File: src/srtf_pkg.sv
// package: shared types, constants and controller states for the srtf scheduler
`timescale 1ns / 1ps

package srtf_pkg;

	localparam int TABLE_DEPTH = 16;
	localparam int IDX_W       = (TABLE_DEPTH > 1) ? $clog2(TABLE_DEPTH) : 1;
	localparam int TIME_W      = 32;
	localparam int DUR_W       = 16;
	localparam logic [TIME_W-1:0] TIME_MAX = {TIME_W{1'b1}};

	// token that travels along the cell chain during a selection sweep
	typedef struct packed {
		logic                best_v;
		logic [IDX_W-1:0]    best_idx;
		logic [DUR_W-1:0]    rem;
		logic [TIME_W-1:0]   arr;
		logic                started;
		logic [TIME_W-1:0]   first_start;
		logic                free_v;
		logic [IDX_W-1:0]    free_idx;
	} sweep_tok_t;

	// write command broadcast to every cell, taken by the addressed one
	typedef struct packed {
		logic                en;
		logic [IDX_W-1:0]    idx;
		logic                valid;
		logic [TIME_W-1:0]   arr;
		logic [DUR_W-1:0]    rem;
		logic                started;
		logic [TIME_W-1:0]   first_start;
	} cell_wr_t;

	typedef struct packed {
		logic [TIME_W-1:0]   job_arrival;
		logic [TIME_W-1:0]   first_start;
		logic [TIME_W-1:0]   completion;
		logic                dropped;
	} result_t;

	typedef enum logic [3:0] {
		ST_IDLE,
		ST_LAUNCH,
		ST_SWEEP,
		ST_DECIDE,
		ST_EXEC,
		ST_INSERT,
		ST_EMIT,
		ST_LOOP,
		ST_DRAINCHK,
		ST_FINISH
	} ctrl_state_t;

endpackage

File: src/srtf_cell.sv
// one table slot of the scheduler plus its stage of the selection chain
`timescale 1ns / 1ps

module srtf_cell (
	input  logic                          clk,
	input  logic                          arst_n,
	input  logic [srtf_pkg::IDX_W-1:0]    cell_idx,
	input  srtf_pkg::cell_wr_t            wr,
	input  logic                          go_in,
	input  srtf_pkg::sweep_tok_t          tok_in,
	output logic                          go_out,
	output srtf_pkg::sweep_tok_t          tok_out
);

	logic                          valid_q;
	logic [srtf_pkg::TIME_W-1:0]   arr_q;
	logic [srtf_pkg::DUR_W-1:0]    rem_q;
	logic                          started_q;
	logic [srtf_pkg::TIME_W-1:0]   first_start_q;
	logic                          go_q;
	srtf_pkg::sweep_tok_t          tok_q;
	srtf_pkg::sweep_tok_t          tok_d;
	logic                          better;

	always_ff @(posedge clk or negedge arst_n) begin
		if (!arst_n) begin
			valid_q <= 1'b0;
		end else if (wr.en && wr.idx == cell_idx) begin
			valid_q <= wr.valid;
		end
	end

	always_ff @(posedge clk) begin
		if (wr.en && wr.idx == cell_idx && wr.valid) begin
			arr_q         <= wr.arr;
			rem_q         <= wr.rem;
			started_q     <= wr.started;
			first_start_q <= wr.first_start;
		end
	end

	// strict compare keeps the lower index on a full tie
	assign better = valid_q && (!tok_in.best_v || rem_q < tok_in.rem ||
		(rem_q == tok_in.rem && arr_q < tok_in.arr));

	always_comb begin
		tok_d = tok_in;
		if (better) begin
			tok_d.best_v      = 1'b1;
			tok_d.best_idx    = cell_idx;
			tok_d.rem         = rem_q;
			tok_d.arr         = arr_q;
			tok_d.started     = started_q;
			tok_d.first_start = first_start_q;
		end
		if (!valid_q && !tok_in.free_v) begin
			tok_d.free_v   = 1'b1;
			tok_d.free_idx = cell_idx;
		end
	end

	always_ff @(posedge clk or negedge arst_n) begin
		if (!arst_n) begin
			go_q <= 1'b0;
		end else begin
			go_q <= go_in;
		end
	end

	always_ff @(posedge clk) begin
		tok_q <= tok_d;
	end

	assign go_out  = go_q;
	assign tok_out = tok_q;

endmodule

File: src/srtf_ctrl.sv
// sequencer: simulated time, run and drain loops, result hold and output register
`timescale 1ns / 1ps

module srtf_ctrl (
	input  logic                          clk,
	input  logic                          arst_n,
	input  logic                          s_tvalid,
	output logic                          s_tready,
	input  logic [47:0]                   s_tdata,   // arrival[31:0], duration[47:32]
	input  logic                          s_tuser,   // has_job
	input  logic                          s_tlast,
	output logic                          m_tvalid,
	input  logic                          m_tready,
	// job_arrival[31:0], first_start[63:32], completion[95:64]
	output logic [95:0]                   m_tdata,
	output logic                          m_tuser,   // dropped
	output logic                          m_tlast,
	output logic                          sweep_go,
	input  logic                          sweep_done,
	input  srtf_pkg::sweep_tok_t          sweep_tok,
	output srtf_pkg::cell_wr_t            wr
);

	srtf_pkg::ctrl_state_t         state_q, state_d, ret_q;
	logic [srtf_pkg::TIME_W-1:0]   sim_q;
	logic [srtf_pkg::TIME_W-1:0]   arr_in_q;
	logic [srtf_pkg::DUR_W-1:0]    dur_in_q;
	logic                          drain_q;
	logic                          drain_phase_q;
	srtf_pkg::sweep_tok_t          best_q;
	logic                          free_v_q;
	logic [srtf_pkg::IDX_W-1:0]    free_idx_q;
	logic [srtf_pkg::TIME_W-1:0]   t0_q;
	logic [srtf_pkg::TIME_W-1:0]   fr_q;
	srtf_pkg::result_t             res_q;
	srtf_pkg::result_t             hold_q;
	logic                          hold_v_q;
	srtf_pkg::result_t             out_q;
	logic                          out_v_q;
	logic                          out_last_q;

	logic                          out_free;
	logic                          accept;
	logic [srtf_pkg::TIME_W:0]     end_t;
	logic                          fits;
	logic [srtf_pkg::TIME_W-1:0]   start_fr;
	logic                          push;
	logic                          push_last;

	assign out_free = !out_v_q || m_tready;
	assign accept   = s_tvalid && s_tready;
	assign end_t    = {1'b0, t0_q} + {{(srtf_pkg::TIME_W + 1 - srtf_pkg::DUR_W){1'b0}}, best_q.rem};
	assign fits     = end_t <= {1'b0, arr_in_q};
	assign start_fr = best_q.started ? best_q.first_start :
		((sim_q > best_q.arr) ? sim_q : best_q.arr);

	always_ff @(posedge clk or negedge arst_n) begin
		if (!arst_n) begin
			state_q <= srtf_pkg::ST_IDLE;
		end else begin
			state_q <= state_d;
		end
	end

	always_comb begin
		state_d   = state_q;
		s_tready  = 1'b0;
		sweep_go  = 1'b0;
		push      = 1'b0;
		push_last = 1'b0;
		wr        = '0;
		unique case (state_q)
			srtf_pkg::ST_IDLE: begin
				s_tready = 1'b1;
				if (s_tvalid && (s_tuser || s_tlast)) begin
					state_d = srtf_pkg::ST_LAUNCH;
				end
			end
			srtf_pkg::ST_LAUNCH: begin
				sweep_go = 1'b1;
				state_d  = srtf_pkg::ST_SWEEP;
			end
			srtf_pkg::ST_SWEEP: begin
				if (sweep_done) begin
					state_d = srtf_pkg::ST_DECIDE;
				end
			end
			srtf_pkg::ST_DECIDE: begin
				if (!drain_phase_q) begin
					if (sim_q >= arr_in_q || !best_q.best_v) begin
						state_d = srtf_pkg::ST_INSERT;
					end else begin
						state_d = srtf_pkg::ST_EXEC;
					end
				end else if (!best_q.best_v) begin
					state_d = srtf_pkg::ST_FINISH;
				end else begin
					state_d = srtf_pkg::ST_EXEC;
				end
			end
			srtf_pkg::ST_EXEC: begin
				wr.en  = 1'b1;
				wr.idx = best_q.best_idx;
				if (!drain_phase_q && !fits) begin
					// preempted at the arrival, keep what is left
					wr.valid       = 1'b1;
					wr.arr         = best_q.arr;
					wr.rem         = srtf_pkg::DUR_W'(end_t - {1'b0, arr_in_q});
					wr.started     = 1'b1;
					wr.first_start = fr_q;
					state_d        = srtf_pkg::ST_INSERT;
				end else begin
					wr.valid = 1'b0;
					state_d  = srtf_pkg::ST_EMIT;
				end
			end
			srtf_pkg::ST_INSERT: begin
				if (free_v_q) begin
					wr.en          = 1'b1;
					wr.idx         = free_idx_q;
					wr.valid       = 1'b1;
					wr.arr         = arr_in_q;
					wr.rem         = dur_in_q;
					wr.started     = 1'b0;
					wr.first_start = '0;
					state_d        = srtf_pkg::ST_DRAINCHK;
				end else begin
					state_d = srtf_pkg::ST_EMIT;
				end
			end
			srtf_pkg::ST_EMIT: begin
				if (!hold_v_q || out_free) begin
					push    = hold_v_q;
					state_d = ret_q;
				end
			end
			srtf_pkg::ST_LOOP: begin
				if (sim_q >= arr_in_q) begin
					state_d = srtf_pkg::ST_INSERT;
				end else begin
					state_d = srtf_pkg::ST_LAUNCH;
				end
			end
			srtf_pkg::ST_DRAINCHK: begin
				if (drain_q) begin
					state_d = srtf_pkg::ST_LAUNCH;
				end else begin
					state_d = srtf_pkg::ST_FINISH;
				end
			end
			srtf_pkg::ST_FINISH: begin
				if (!hold_v_q) begin
					state_d = srtf_pkg::ST_IDLE;
				end else if (out_free) begin
					push      = 1'b1;
					push_last = 1'b1;
					state_d   = srtf_pkg::ST_IDLE;
				end
			end
			default: begin
				state_d = srtf_pkg::ST_IDLE;
			end
		endcase
	end

	// control flags
	always_ff @(posedge clk or negedge arst_n) begin
		if (!arst_n) begin
			sim_q         <= '0;
			drain_phase_q <= 1'b0;
			hold_v_q      <= 1'b0;
			out_v_q       <= 1'b0;
			ret_q         <= srtf_pkg::ST_IDLE;
		end else begin
			if (push) begin
				out_v_q <= 1'b1;
			end else if (m_tready) begin
				out_v_q <= 1'b0;
			end
			unique case (state_q)
				srtf_pkg::ST_IDLE: begin
					if (accept) begin
						drain_phase_q <= !s_tuser;
					end
				end
				srtf_pkg::ST_DECIDE: begin
					if (!drain_phase_q && sim_q < arr_in_q) begin
						if (!best_q.best_v) begin
							sim_q <= arr_in_q;
						end else if (!best_q.started && start_fr > sim_q) begin
							sim_q <= start_fr;
						end
					end else if (drain_phase_q && best_q.best_v && !best_q.started &&
						start_fr > sim_q) begin
						sim_q <= start_fr;
					end
				end
				srtf_pkg::ST_EXEC: begin
					if (!drain_phase_q) begin
						if (fits) begin
							sim_q <= end_t[srtf_pkg::TIME_W-1:0];
							ret_q <= srtf_pkg::ST_LOOP;
						end else begin
							sim_q <= arr_in_q;
						end
					end else begin
						sim_q <= end_t[srtf_pkg::TIME_W] ? srtf_pkg::TIME_MAX :
							end_t[srtf_pkg::TIME_W-1:0];
						ret_q <= srtf_pkg::ST_LAUNCH;
					end
				end
				srtf_pkg::ST_INSERT: begin
					if (!free_v_q) begin
						ret_q <= srtf_pkg::ST_DRAINCHK;
					end
				end
				srtf_pkg::ST_EMIT: begin
					if (!hold_v_q || out_free) begin
						hold_v_q <= 1'b1;
					end
				end
				srtf_pkg::ST_DRAINCHK: begin
					drain_phase_q <= 1'b1;
				end
				srtf_pkg::ST_FINISH: begin
					if (out_free) begin
						hold_v_q <= 1'b0;
					end
				end
				default: begin
				end
			endcase
		end
	end

	// datapath registers
	always_ff @(posedge clk) begin
		if (accept) begin
			arr_in_q <= s_tdata[31:0];
			dur_in_q <= s_tdata[47:32];
			drain_q  <= s_tlast;
		end
		if (state_q == srtf_pkg::ST_SWEEP && sweep_done) begin
			best_q     <= sweep_tok;
			free_v_q   <= sweep_tok.free_v;
			free_idx_q <= sweep_tok.free_idx;
		end
		if (state_q == srtf_pkg::ST_DECIDE) begin
			fr_q <= start_fr;
			t0_q <= best_q.started ? sim_q : start_fr;
		end
		if (state_q == srtf_pkg::ST_EXEC && (drain_phase_q || fits)) begin
			res_q.job_arrival <= best_q.arr;
			res_q.first_start <= fr_q;
			res_q.completion  <= (drain_phase_q && end_t[srtf_pkg::TIME_W]) ?
				srtf_pkg::TIME_MAX : end_t[srtf_pkg::TIME_W-1:0];
			res_q.dropped     <= 1'b0;
			// a slot freed here may be the lowest free one for the insertion
			if (!free_v_q || best_q.best_idx < free_idx_q) begin
				free_v_q   <= 1'b1;
				free_idx_q <= best_q.best_idx;
			end
		end
		if (state_q == srtf_pkg::ST_INSERT && !free_v_q) begin
			res_q.job_arrival <= arr_in_q;
			res_q.first_start <= '0;
			res_q.completion  <= '0;
			res_q.dropped     <= 1'b1;
		end
		if (state_q == srtf_pkg::ST_EMIT && (!hold_v_q || out_free)) begin
			hold_q <= res_q;
		end
		if (push) begin
			out_q      <= hold_q;
			out_last_q <= push_last;
		end
	end

	assign m_tvalid = out_v_q;
	assign m_tdata  = {out_q.completion, out_q.first_start, out_q.job_arrival};
	assign m_tuser  = out_q.dropped;
	assign m_tlast  = out_last_q;

endmodule

File: src/shortest_remaining_time_scheduler_unit.sv
// top level: chain of slot cells and the scheduling sequencer
`timescale 1ns / 1ps

// Shortest-remaining-time-first scheduler over simulated time.
// Input channel s_*: one item per job arrival (arrival, duration), flagged by
// s_tuser = has_job; s_tlast = end of workload drains every pending job.
// Output channel m_*: one item per completed or dropped job; m_tlast marks
// the final result caused by an input item, m_tuser marks a dropped job.
// Each selection sweeps a token through the TABLE_DEPTH cells, one cell per
// cycle. A selection that completes a job before the arrival goes through
// launch, sweep, decide, exec and emit, then the loop check; one during a
// drain returns from emit straight to launch.
// An item with neither flag gives no result.
// One item is worked at a time; s_tready is high only between items.
// Results are held one deep so the last flag can be set, then loaded into
// the output register; a stalled receiver holds the sequencer at its next
// result while the register waits, and the next item is taken once all of
// the current item's results have reached the register.
// Reset clears every slot valid flag and simulated time at once; no pass
// over the table is needed.

module shortest_remaining_time_scheduler_unit (
	input  logic        clk,
	input  logic        arst_n,
	input  logic        s_tvalid,
	output logic        s_tready,
	input  logic [47:0] s_tdata,   // arrival[31:0], duration[47:32]
	input  logic        s_tuser,   // has_job
	input  logic        s_tlast,   // end_of_workload
	output logic        m_tvalid,
	input  logic        m_tready,
	output logic [95:0] m_tdata,   // job_arrival[31:0], first_start[63:32], completion[95:64]
	output logic        m_tuser,   // dropped
	output logic        m_tlast    // last_result
);

	logic                          go_chain  [srtf_pkg::TABLE_DEPTH+1];
	srtf_pkg::sweep_tok_t          tok_chain [srtf_pkg::TABLE_DEPTH+1];
	srtf_pkg::cell_wr_t            wr;

	// empty token enters the head of the chain
	assign tok_chain[0] = '0;

	genvar i;
	generate
		for (i = 0; i < srtf_pkg::TABLE_DEPTH; i++) begin : g_cell
			srtf_cell u_cell (
				.clk      (clk),
				.arst_n   (arst_n),
				.cell_idx (srtf_pkg::IDX_W'(i)),
				.wr       (wr),
				.go_in    (go_chain[i]),
				.tok_in   (tok_chain[i]),
				.go_out   (go_chain[i+1]),
				.tok_out  (tok_chain[i+1])
			);
		end
	endgenerate

	srtf_ctrl u_ctrl (
		.clk        (clk),
		.arst_n     (arst_n),
		.s_tvalid   (s_tvalid),
		.s_tready   (s_tready),
		.s_tdata    (s_tdata),
		.s_tuser    (s_tuser),
		.s_tlast    (s_tlast),
		.m_tvalid   (m_tvalid),
		.m_tready   (m_tready),
		.m_tdata    (m_tdata),
		.m_tuser    (m_tuser),
		.m_tlast    (m_tlast),
		.sweep_go   (go_chain[0]),
		.sweep_done (go_chain[srtf_pkg::TABLE_DEPTH]),
		.sweep_tok  (tok_chain[srtf_pkg::TABLE_DEPTH]),
		.wr         (wr)
	);

endmodule

File: config.mk
export PLATFORM = sky130hd
export DESIGN_NAME = shortest_remaining_time_scheduler_unit
export DESIGN_NICKNAME = d
export VERILOG_FILES = /design/src/srtf_pkg.sv /design/src/srtf_cell.sv /design/src/srtf_ctrl.sv /design/src/shortest_remaining_time_scheduler_unit.sv
export SDC_FILE = /design/constraint.sdc
export NUM_CORES = 2
export LEC_CHECK = 0
export CAP_MARGIN = 20
export CELL_PAD_IN_SITES_DETAIL_PLACEMENT = 0
export CELL_PAD_IN_SITES_GLOBAL_PLACEMENT = 2
export CORE_ASPECT_RATIO = 1.75
export CORE_MARGIN = 2
export CORE_UTILIZATION = 42
export DETAILED_ROUTE_END_ITERATION = 10
export DONT_BUFFER_PORTS = 1
export PLACE_DENSITY = 0.83
export SETUP_SLACK_MARGIN = 0.2
export SLEW_MARGIN = 20
export SYNTH_ARGS = -nofsm -noshare
export SYNTH_HDL_FRONTEND = slang
export SYNTH_SLANG_ARGS = --single-unit
File: constraint.sdc
create_clock -name clk -period 9.7 [get_ports clk]
set_input_delay 0.97 -clock clk [delete_from_list [all_inputs] [get_ports clk]]
set_output_delay 0.97 -clock clk [all_outputs]
set_load 0.1 [all_outputs]
Yosys cells after proc, flatten, opt, wreduce, memory -nomap -nowiden
Cells that the tools add are included.
{ "totals": {"reg_bits": 3323, "in_bits": 54, "out_inout_bits": 100, "wordCells": 606} }
{ "classes": {"add_sub_neg": 2, "order_cmp": 36, "n_eq_ne": 49, "muxes": 71, "reduce_logical": 192} }
{ "op_table": {"columns": ["op", "n"], "rows": [
  ["$mux 81", 16],
  ["$lt 32x32->1", 16],
  ["$mux 32", 11],
  ["$eq 16x16->1", 15],
  ["$lt 16x16->1", 15],
  ["$mux 97", 2],
  ["$pmux 87 s2", 1],
  ["$logic_and 1x1->1", 90],
  ["$mux 87", 1],
  ["$mux 86", 1],
  ["$gt 32x32->1", 2],
  ["$pmux 32 s2", 1],
  ["$mux 4", 15],
  ["$logic_not 1->1", 53],
  ["$eq 4x4->1 const B", 10],
  ["$pmux 4 s10", 1],
  ["$logic_or 1x1->1", 36],
  ["$add 32x16->33", 1],
  ["$le 33x32->1", 1],
  ["$eq 4x3->1 const B", 8],
  ["$ge 32x32->1", 1],
  ["$eq 4x2->1 const B", 4],
  ["$sub 16x16->16", 1],
  ["$mux 1", 15],
  ["17 further kinds", 33]
]} }

Logic depth before layout (Yosys ltp)
{ "logic_depth": {"ltp_word": 9, "mapped_depth": 23} }

Cells and area by module
A second synthesis with hierarchy kept.
{ "unflattened": {"hier_cells": 9178, "hier_area_um2": 134978.2} }
{ "by_module_without_submodules": {"columns": ["mod", "n_inst", "cells_each", "area_per_inst_um2", "seq_area_each_um2"], "rows": [
  ["srtf_cell", 16, 448, 6917.9, 4304.1],
  ["srtf_ctrl", 1, 2008, 24284.5, 15244.6],
  ["shortest_remaining_time_scheduler_unit", 1, 2, 7.5, 0.0]
]} }

Least setup slack after synthesis
OpenSTA, ideal clock, no wires.
{ "synth_timing": {"path_kind": "in2reg", "from": "input m_tready", "to": "register u_ctrl.hold_q[0] (netlist bit), enable pin", "setup_ps": 790, "arrival_time_ps": 10344, "t_required_ps": 8910, "path_slack_ps": -1434, "stages": 3, "n_path_buf": 0, "path_cell_list": "nand2b_1 > nor2_1 > nor4_1"} }
{ "synth_via": {"elab_chain_len": 3} }
{ "synth_lines": {"columns": ["element", "line", "rtl"], "rows": [
  ["start, declared", "shortest_remaining_time_scheduler_unit.sv:31", "input logic m_tready,"],
  ["$logic_or 1x1->1", "srtf_ctrl.sv:50", "assign out_free = !out_v_q || m_tready;"],
  ["$logic_or 1x1->1", "srtf_ctrl.sv:270", "if (state_q == srtf_pkg::ST_EMIT && (!hold_v_q || out_free)) begin"],
  ["$logic_and 1x1->1", "srtf_ctrl.sv:270", null],
  ["end signal, assigned", "srtf_ctrl.sv:271", "hold_q <= res_q;"],
  ["end, declared", "srtf_ctrl.sv:36", "srtf_pkg::result_t hold_q;"]
]} }
Every way passes these cells.
A chain may end at the register's enable or synchronous reset.

Final worst setup path
{ "layout_timing": {"from": "register u_ctrl.best_q[57] (netlist bit)", "to": "register u_ctrl.sim_q[24] (netlist bit)"} }
{ "layout_via": {"elab_chain_len": 7, "elab_cells_between_ends": 14} }
{ "layout_lines": {"columns": ["element", "line", "rtl"], "rows": [
  ["start, declared", "srtf_ctrl.sv:30", "srtf_pkg::sweep_tok_t best_q;"],
  ["start signal, assigned", "srtf_ctrl.sv:244", "best_q <= sweep_tok;"],
  ["$gt 32x32->1", "srtf_ctrl.sv:55", "((sim_q > best_q.arr) ? sim_q : best_q.arr);"],
  ["$mux 32 (*)", "srtf_ctrl.sv:55", null],
  ["$mux 32 (*)", "srtf_ctrl.sv:54", "assign start_fr = best_q.started ? best_q.first_start :"],
  ["net u_ctrl.start_fr, one bit", "srtf_ctrl.sv:46", "logic [srtf_pkg::TIME_W-1:0] start_fr;"],
  ["$gt 32x32->1 (*)", "srtf_ctrl.sv:190, srtf_ctrl.sv:194", null],
  ["$logic_and 1x1->1, on equally long branches", "srtf_ctrl.sv:190, srtf_ctrl.sv:193", null],
  ["$ne 4x4->1 (no source line) or $ne 3x1->1 (tied branches)", null, null],
  ["$reduce_and 3->1 (no source line) (*)", null, null],
  ["end signal, assigned", "srtf_ctrl.sv:189", "sim_q <= arr_in_q;"],
  ["end signal, assigned", "srtf_ctrl.sv:191", "sim_q <= start_fr;"],
  ["end signal, assigned", "srtf_ctrl.sv:195", "sim_q <= start_fr;"],
  ["end, declared", "srtf_ctrl.sv:25", "logic [srtf_pkg::TIME_W-1:0] sim_q;"]
]} }
Mark *: on every way through the listed nets, which the timed path passes. The rest lies on a longest branch. The select of a mux whose other input is x is not followed.

==> metrics.txt <==
chip height=about 730 um; Tcrit/Tclk final=0.7777; CP top delay family=compound AO/OA/AOI/OAI gates; hold_sp=s_tdata[21]; Synth Register Bits=between 3000 and 4000; final setup fails=0; post-place instance area=132900 um2; die footprint=about 300000 um2; DRT iter0 DRCs=3343; IO Pins=approximately 150; Hold Fails Final Rpt=0; Most Frequent Cell on Critical Path=o21ai_0; Max rail drop VDD=0.1395 mV; CP Class=reg2reg; RR Endpoint=u_ctrl.sim_q[24]$_DFFE_PN0P_; Max Slew Vio Count=0; CP Capture Type=flip-flop; Initial Util=0.4224; Pleak=around 55 nW; core area=299900 um2; post-CTS setup buffers=0; layout cell share with drive strength beyond 1=0.2090; reg2reg path depth=18; CP cell instances=inv_1 -> ha_1 -> a21oi_1 -> o21ai_0 -> a221oi_1 -> o22ai_2 -> nor2_4 -> o311ai_0 -> ha_1 -> inv_1 -> o21ai_0 -> nand3_1 -> a21oi_1 -> a2111oi_2 -> a2111oi_2 -> or2_1 -> o21ai_0 -> o32ai_1; nets=10110; CTS Buf Count=between 200 and 300; initial antenna violation count=23; clock skew=0.06447 ns; Post-synth EDFFs=~1700; vias per cell=~5; total power=38.53 mW; fmax=132.6 MHz; Die X=between 400 and 500 um; number of I/O port buffers=0; Max Cap Violations=0; GPL Wtd Cong=0.9535; Final Critical Period=7.543 ns; commonest cells in the netlist=1722 x edfxtp_1, 1496 x dfxtp_1, 1190 x mux2_2; pin slew with the least headroom to its limit=around 1.2 ns; Critical Path Stages=18; Worst-Skew Late Latency=0.88 ns; routed wire length=318.2 mm; Layout area overhead=12.66%; synth top area cells=edfxtp_1 41%, dfxtp_1 24%, mux2_2 11%, ha_1 8.4%, inv_1 2.5%; Syn Inst Count=about 8900; Most used DFF post-synth=edfxtp_1; Synth Net Count=between 9000 and 10000; Netlist cell types=90; sequential-to-total area share from yosys stat=0.6593; DR vias=68900; Ys Warns=0; largest net degree at the start of global routing=a little under 100; Pre-antenna DRT Iters=7; DRC violations left=0; global-route wire length before repair=between 400 and 500 mm; CTS sink count=around 3300; Critical path buffers and inverters=2; Post-Synthesis Mean Instance Area=about 14 um2; CP max stage delay=0.95 ns; htree depth=5; post-layout worst setup margin=~2.2 ns; worst hold path type=in2reg; setup slack, reg-to-reg=roughly 2.2 ns; share of the synthesized area in the top cell type=0.4082; post-DP HPWL=around 240 mm; vias in the first global route=approximately 74000; crit path launch type=flip-flop; pre-CTS setup slack=approximately 2.2 ns; grt total ovfl=0; Power per Cell Area=270.0 nW/um2; Slew HR=0.2121; CP max FO=28; count leader, synth=edfxtp_1; crit path max-delay cell type=a221oi_1; Hold EP=u_ctrl.arr_in_q[21]$_DFFE_PP_; Yosys top cell by area=edfxtp_1; root buf cell=clkbuf_16; WL per Instance=~24 um; post-route ant nets=0; Gates resized, CTS repair=0; Cell Area, Synth=roughly 130000 um2; final instance area=roughly 140000 um2; FFs w/ async S/R, synth=0.02248; CTS max path bufs=4; Required @ worst endpoint=10.48 ns; status=completed; Total Routing Usage GR=0.2067; num rows=266; Worst Path Arrival=8.32 ns; final setup TNS=0 ns; CTS tree=built; Hold Path Cell Cnt=0; unrepaired setup endpoints after global routing=false; CTS clock-pin slew for the worst setup and hold paths=0.07 ns; worst reg2reg path startpoint=u_ctrl.best_q[57]$_DFFE_PP_
-- layer usage --
metal | up-vias | routed length, um | global-route usage | share of wire
met5 | - | 19 | 0 | 0.000060
met4 | 4 | 23090 | 0.1345 | 0.073
met3 | 681 | 9962 | 0.02673 | 0.031
met2 | 1291 | 179100 | 0.4118 | 0.56
met1 | 34280 | 106000 | 0.1928 | 0.33
li1 | 32640 | - | - | -
-- state kept, by name (all words and copies together), names as in the netlist, 32 cells and up --
signal,count
u_ctrl.sim_q,32
g_cell.u_cell.tok_out,1426
u_ctrl.best_q,86
u_ctrl.m_tdata,96
u_ctrl.hold_q,97
g_cell.u_cell.first_start_q,512
u_ctrl.fr_q,32
g_cell.u_cell.arr_q,512
u_ctrl.t0_q,32
g_cell.u_cell.rem_q,256
u_ctrl.arr_in_q,32
u_ctrl.res_q,97
-- kinds of logic after synthesis --
logic type                 synth area share
and+or+nand+nor                     0.05089
adders and majority gates           0.08447
muxes                                0.1098
buffers and inverters               0.03492
xor gates and xnor gates           0.002835
AOI/OAI and AO/OA                   0.05786
DFF                                  0.6593
-- repair_timing --
item	CTS	global route
hold endpoints to repair	74	0
setup endpoints to repair	0	0
hold buffers	2	0
-- report_power, final --
group | internal [mW] | switching (mW) | total, mW
Combinational | 3.47 | 4.60 | 8.07
Sequential | 17.3 | 1.39 | 18.7
Clock | 6.68 | 5.10 | 11.8
Total | 27.4 | 11.1 | 38.5
-- through the flow --
stage | instances | utilization | hold WS (ns)
2_1_floorplan | 8928 | - | 0.3312
3_3_place_gp | 12910 | 0.4427 | 0.3390
3_5_place_dp | 12920 | 0.4432 | 0.3357
4_1_cts | 13450 | 0.4757 | 0.1161
5_1_grt | 13460 | 0.4758 | 0.1385
6_report | 13460 | 0.4759 | 0.1807
-- layout make-up --
cell class,count,area (um2)
Fill cell,25840,157200
Sequential cell,3292,83510
Multi-Input combinational cell,4540,39170
Clock buffer,418,8578
Tap cell,4020,5030
Inverter,860,3231
Timing Repair Buffer,208,2043
Clock inverter,113,1116
Antenna cell,12,30.03
-- cell usage in the layout (no fill, tap or decap), types with 42 or more instances in the layout --
master     netlist  layout
clkbuf_1        79      71
nor3_1          56      53
clkbuf_16        0     314
nor2_1         197     179
nand2_1        348     348
o22ai_1         50      50
o21ai_0        268     233
inv_1          860     858
a21o_1         192     192
edfxtp_1      1722    1722
nand4_1        136     136
and2_1         121     120
buf_4           34     170
nand2b_1        85      85
or2_2           58      58
nor2b_1         77      77
dfrtp_1         74      73
ha_1           852     852
dfxtp_1       1496    1496
clkinv_2         0      42
mux2_2        1190    1190
nand3_1         75      74
a21oi_1        325     320
-- how the worst max path moves through the flow --
| stage | slack, ns | endpoint | startpoint |
|---|---|---|---|
| detailed placement | 2.21 | u_ctrl.sim_q[24]$_DFFE_PN0P_ | u_ctrl.best_q[53]$_DFFE_PP_ |
| global placement | 1.79 | u_ctrl.sim_q[15]$_DFFE_PN0P_ | u_ctrl.sim_q[15]$_DFFE_PN0P_ |
| global route | 2.04 | u_ctrl.sim_q[24]$_DFFE_PN0P_ | u_ctrl.best_q[52]$_DFFE_PP_ |
| floorplan | 1.61 | g_cell[6].u_cell.arr_q[0]$_DFFE_PP_ | u_ctrl.t0_q[0]$_DFFE_PP_ |
| finish | 2.16 | u_ctrl.sim_q[24]$_DFFE_PN0P_ | u_ctrl.best_q[57]$_DFFE_PP_ |
| CTS | 2.19 | u_ctrl.sim_q[24]$_DFFE_PN0P_ | u_ctrl.best_q[53]$_DFFE_PP_ |
No activity file was read; power rests on OpenSTA's default activity.
